$ cat src/rtl/set_assoc_cache_tag_lookup_unit_assert.svh
// ----------------------------------------------------------------------------
// set_assoc_cache_tag_lookup_unit_assert
// assertion macros for the tag lookup unit
// ----------------------------------------------------------------------------
`ifndef SET_ASSOC_CACHE_TAG_LOOKUP_UNIT_ASSERT_SVH
`define SET_ASSOC_CACHE_TAG_LOOKUP_UNIT_ASSERT_SVH

// implication checked on every rising edge outside reset
`define SACT_ASSERT(label, prop, msg) \
    label: assert property (@(posedge i_clk) disable iff (!i_rst_n) prop) else $error(msg);

// a signal holds its value on the edge after the condition
`define SACT_STABLE(label, cond, sig, msg) \
    label: assert property (@(posedge i_clk) disable iff (!i_rst_n) \
        cond |=> $stable(sig)) else $error(msg);

`endif

$ cat src/rtl/sactl_pkg.sv
// ----------------------------------------------------------------------------
// sactl_pkg
// shared constants and types of the set-associative tag lookup unit
// ----------------------------------------------------------------------------
package sactl_pkg;

    localparam int MaxSetBits = 8;
    localparam int Ways       = 8;
    localparam int SetCount   = 1 << MaxSetBits;
    localparam int WayBits    = (Ways > 1) ? $clog2(Ways) : 1;
    localparam int WayCntBits = $clog2(Ways + 1);

    localparam logic [1:0] REG_SET_BITS = 2'd0;
    localparam logic [1:0] REG_OFF_BITS = 2'd1;
    localparam logic [1:0] REG_WAYS     = 2'd2;
    localparam logic [1:0] REG_POLICY   = 2'd3;

    localparam logic POLICY_LRU = 1'b1;

    // classified item handed from the front to the back
    typedef struct packed {
        logic [MaxSetBits-1:0] set;
        logic [63:0]           tag;
        logic [3:0]            ways;
        logic                  lru;
    } t_req;

    typedef struct packed {
        logic                 hit;
        logic                 evict;
        logic [WayBits-1:0]   way;
    } t_res;

endpackage

$ cat src/rtl/sactl_front.sv
// ----------------------------------------------------------------------------
// sactl_front
// splits an address into set and tag and queues the request (two entries)
// ----------------------------------------------------------------------------
module sactl_front
    import sactl_pkg::*;
(
    input  logic        i_clk,
    input  logic        i_rst_n,
    input  logic        i_valid,
    output logic        o_ready,
    input  logic [63:0] i_access_address,
    input  logic [3:0]  i_set_index_bits,
    input  logic [5:0]  i_block_offset_bits,
    input  logic [3:0]  i_ways_in_use,
    input  logic        i_replace_policy,
    output logic        o_req_valid,
    input  logic        i_req_ready,
    output t_req        o_req
);

    t_req       r_q [2];
    logic       r_wp, n_wp, r_rp, n_rp;
    logic [1:0] r_cnt, n_cnt;
    t_req       w_req;
    logic [3:0] w_sb;
    logic [6:0] w_tsh;
    logic [63:0] w_sh;
    logic       w_push, w_pop;

    always_comb begin
        w_sb  = (i_set_index_bits > 4'(MaxSetBits)) ? 4'(MaxSetBits) : i_set_index_bits;
        w_sh  = i_access_address >> i_block_offset_bits;
        w_req.set = MaxSetBits'(w_sh) & MaxSetBits'((9'd1 << w_sb) - 9'd1);
        w_tsh = 7'(w_sb) + 7'(i_block_offset_bits);
        w_req.tag = (w_tsh >= 7'd64) ? 64'd0 : (i_access_address >> w_tsh);
        if (i_ways_in_use == 4'd0) begin
            w_req.ways = 4'd1;
        end else if (i_ways_in_use > 4'(Ways)) begin
            w_req.ways = 4'(Ways);
        end else begin
            w_req.ways = i_ways_in_use;
        end
        w_req.lru = (i_replace_policy == POLICY_LRU);
    end

    assign o_ready     = (r_cnt != 2'd2);
    assign o_req_valid = (r_cnt != 2'd0);
    assign o_req       = r_q[r_rp];
    assign w_push      = i_valid && o_ready;
    assign w_pop       = o_req_valid && i_req_ready;

    always_comb begin
        n_wp  = r_wp ^ w_push;
        n_rp  = r_rp ^ w_pop;
        n_cnt = r_cnt + 2'(w_push) - 2'(w_pop);
    end

    always_ff @(posedge i_clk) begin
        if (!i_rst_n) begin
            r_wp  <= 1'b0;
            r_rp  <= 1'b0;
            r_cnt <= 2'd0;
        end else begin
            r_wp  <= n_wp;
            r_rp  <= n_rp;
            r_cnt <= n_cnt;
        end
        if (w_push) begin
            r_q[r_wp] <= w_req;
        end
    end

endmodule

$ cat config.mk
export PLATFORM = sky130hd
export DESIGN_NAME = sactl_front
export DESIGN_NICKNAME = d
export VERILOG_FILES = /design/src/rtl/set_assoc_cache_tag_lookup_unit_assert.svh /design/src/rtl/sactl_pkg.sv /design/src/rtl/sactl_front.sv
export SDC_FILE = /design/constraint.sdc
export NUM_CORES = 1
export LEC_CHECK = 0
export BUFFER_PORTS_ARGS = -buffer_cell sky130_fd_sc_hd__buf_4
export CAP_MARGIN = 20
export CORE_ASPECT_RATIO = 1.25
export CORE_MARGIN = 2
export CORE_UTILIZATION = 40
export CTS_CLUSTER_DIAMETER = 40
export DETAILED_ROUTE_END_ITERATION = 10
export PLACE_DENSITY = 0.56
export SLEW_MARGIN = 20
export SYNTH_ARGS = -nofsm -noshare
export SYNTH_HDL_FRONTEND = slang
export SYNTH_SLANG_ARGS = --single-unit
$ cat constraint.sdc
create_clock -name i_clk -period 4.5 [get_ports i_clk]
set_input_delay 0.675 -clock i_clk [delete_from_list [all_inputs] [get_ports i_clk]]
set_output_delay 0.675 -clock i_clk [all_outputs]
set_load 0.02 [all_outputs]
==> results.cfg <==
[run_status]
status = finished, final reports clean

[yosys]
synth_ff_type = edfxtp_1
syn_avg_cell_area_um2 = 10.2
synth-seq-cells = 159
synth_warnings = 0
syn-num-nets = 1340
synth.cell_area_um2 = 12700
synth-edff-count = 154
synth_top_area_cell = edfxtp_1
ys_top_cells_by_count = 171 x nand2_1, 165 x mux2i_1, 154 x edfxtp_1
synthArstFlopShare = 0
ys_types = 69
synth_cells = 1246
synthTopCellsByArea = edfxtp_1 37%, mux2i_1 13%, mux2_2 12%
synth_top_area_share = 0.365
yosysMostFrequentCell = nand2_1
yosysSeqAreaShare = 0.373

[sta]
hold_violations = 0
fin_crit_sh = 0.857
whs_ns = 0.434
fin_worst_skew_ns = 0.0121
slew-limit-headroom = 0.250
timing.fmax_mhz = 259
rsz0062_at_grt = false
setup_viol = 0
fin_crit_ns = 3.86
finalSetupTns_ns = 0
fin_ws_ns = 0.644
slew_viol_final = 0
worst_pin_slew_ns = 1.11

[drt]
vias_per_cell = 5.91
wl_per_cell_um = 24.6
first_pass_iters = 5
num_vias = 10600
routed_wl_um = 44200
drc = 0
drt_iter0_drc = 673
ant_nets = 0

[place]
place.gp.congestion = 1.02
place_hpwl_um = 34300
portBuffers = 161
placed_cells = 1767
dp_worst_setup_slack_ns = 0.253
post_dp_cell_area_um2 = 14400

[job]
max-cap-violations = 0

[worst_setup_path]
crit_path_start_kind = primary input
end_kind = register
required_ns = 4.62
worst-path-max-fanout = 40
worstSetupPathType = in -> reg
cp.arrival_ns = 3.98

[power_and_ir_drop]
power_mw = 6.84
power.density_nw_per_um2 = 455
leakagePower_nw = 6.03
ir_drop_mv = 0.328

[die]
die-area_um2 = 33100
coreArea_um2 = 31100
io_pins = 162
dieWidth_um = 163
rows = 72
die_h_um = 203
start_util = 0.407

[cells_and_area]
drive_above_1_share = 0.313
area_delta_synth_final_pct = 18.8
final_nets = 1474
post-route-cell-area_um2 = 15000
final_cells = 1799
finish.utilization = 0.484
diodes = 0

[clocking]
clkSinkCount = 159
cts_buffers = 17
ctsHoldBuffers = 0
cts_root_buf = clkbuf_16
insertion_delay_ns = 0.43
cts_resized = 0
cts_buffer_depth = 2
cts_tree = done
htreeDepth = 4
postCtsSetupBuffers = 0
clk_pin_slew_ns = 0.06

[global_route]
overflow = 0
grt_pass1_vias = 10800
grt_max_degree = 78
grt_antenna_before_repair = 0
grt_use_total = 0.269
grt_pass1_wl_um = 66300

[hold_path]
min_path_type = in -> reg
[critical path: stages]
cell	delay, ns
buf_4	0.15
nor2b_1	0.26
ha_4	0.53
buf_4	0.29
mux2_2	0.37
o21ai_0	0.59
mux4_2	0.40
nor2_1	0.04
o21ai_0	0.39
o221ai_1	0.25
[final cells by class]
class                   instances  area, µm²
clock buffers                  19        433
inverters                      22       82.6
fillers                      2944      16000
multi-input cells             966       7430
repair buffers                214       1660
clock inverters                12        191
flip-flops and latches        159       4730
well taps                     407        509
[cells by family after synthesis]
logic type,share of synthesized area
multiplexers,0.310
buffers and inverters,0.0455
AND/OR/NAND/NOR,0.131
flip-flops,0.373
AO/OA/AOI/OAI,0.122
adder cells (fa/ha/maj),0.0115
XOR/XNOR,0.00692
[placed cells by master, fill, tap and decap left out, types with 5 or more instances in the layout]
cell	netlist	final
o211a_1	5	5
inv_1	19	19
a211oi_1	14	14
o22a_1	9	9
nand2_1	171	171
nand3_1	16	16
mux2_2	138	138
xnor2_1	7	5
clkbuf_16	0	17
nor3_1	13	13
o32a_1	5	5
a22oi_1	7	7
o31a_1	5	5
bufinv_16	0	5
a21oi_1	41	41
o221ai_1	12	12
or2_2	11	12
edfxtp_1	154	154
o211ai_1	28	28
a31oi_1	7	7
nor2b_1	14	14
ha_1	10	7
nand2b_1	13	13
and2_1	10	10
o21ai_1	5	5
buf_4	15	210
o21ai_0	50	50
mux2i_1	165	165
mux4_2	32	32
nor2_1	116	116
[registers in the layout, indices dropped and copies added (netlist names), named ones only]
signal,flops
r_cnt,2
r_q,154
r_rp,1
r_wp,1
[worst paths after layout]
check | start | end | slack (ns) | depth (start not counted)
worst max-delay path | i_set_index_bits[3] | r_q[1][10] | 0.64 | 10
worst min-delay path | i_replace_policy | r_q[1][0] | 0.43 | 1
worst max register to register | r_cnt[0] | r_q[0][14] | 2.55 | 5
worst min register to register | r_rp | register | 0.54 | 2
[where the power goes]
| part | leakage, nW | internal [mW] | switching (mW) | total, mW |
|---|---|---|---|---|
| logic | 4.22 | 1.34 | 1.88 | 3.22 |
| registers | 1.51 | 2.00 | 0.0866 | 2.09 |
| clock network | 0.298 | 0.976 | 0.556 | 1.53 |
| total | 6.03 | 4.31 | 2.53 | 6.84 |
[routing by layer]
layer	GRT usage	vias to the layer above	wire length (µm)
li1	-	4937	-
met1	0.329	5191	17900
met2	0.450	414	21600
met3	0.0335	98	1890
met4	0.167	0	2880
met5	0	-	0
No activity file was read; power rests on OpenSTA's default activity.
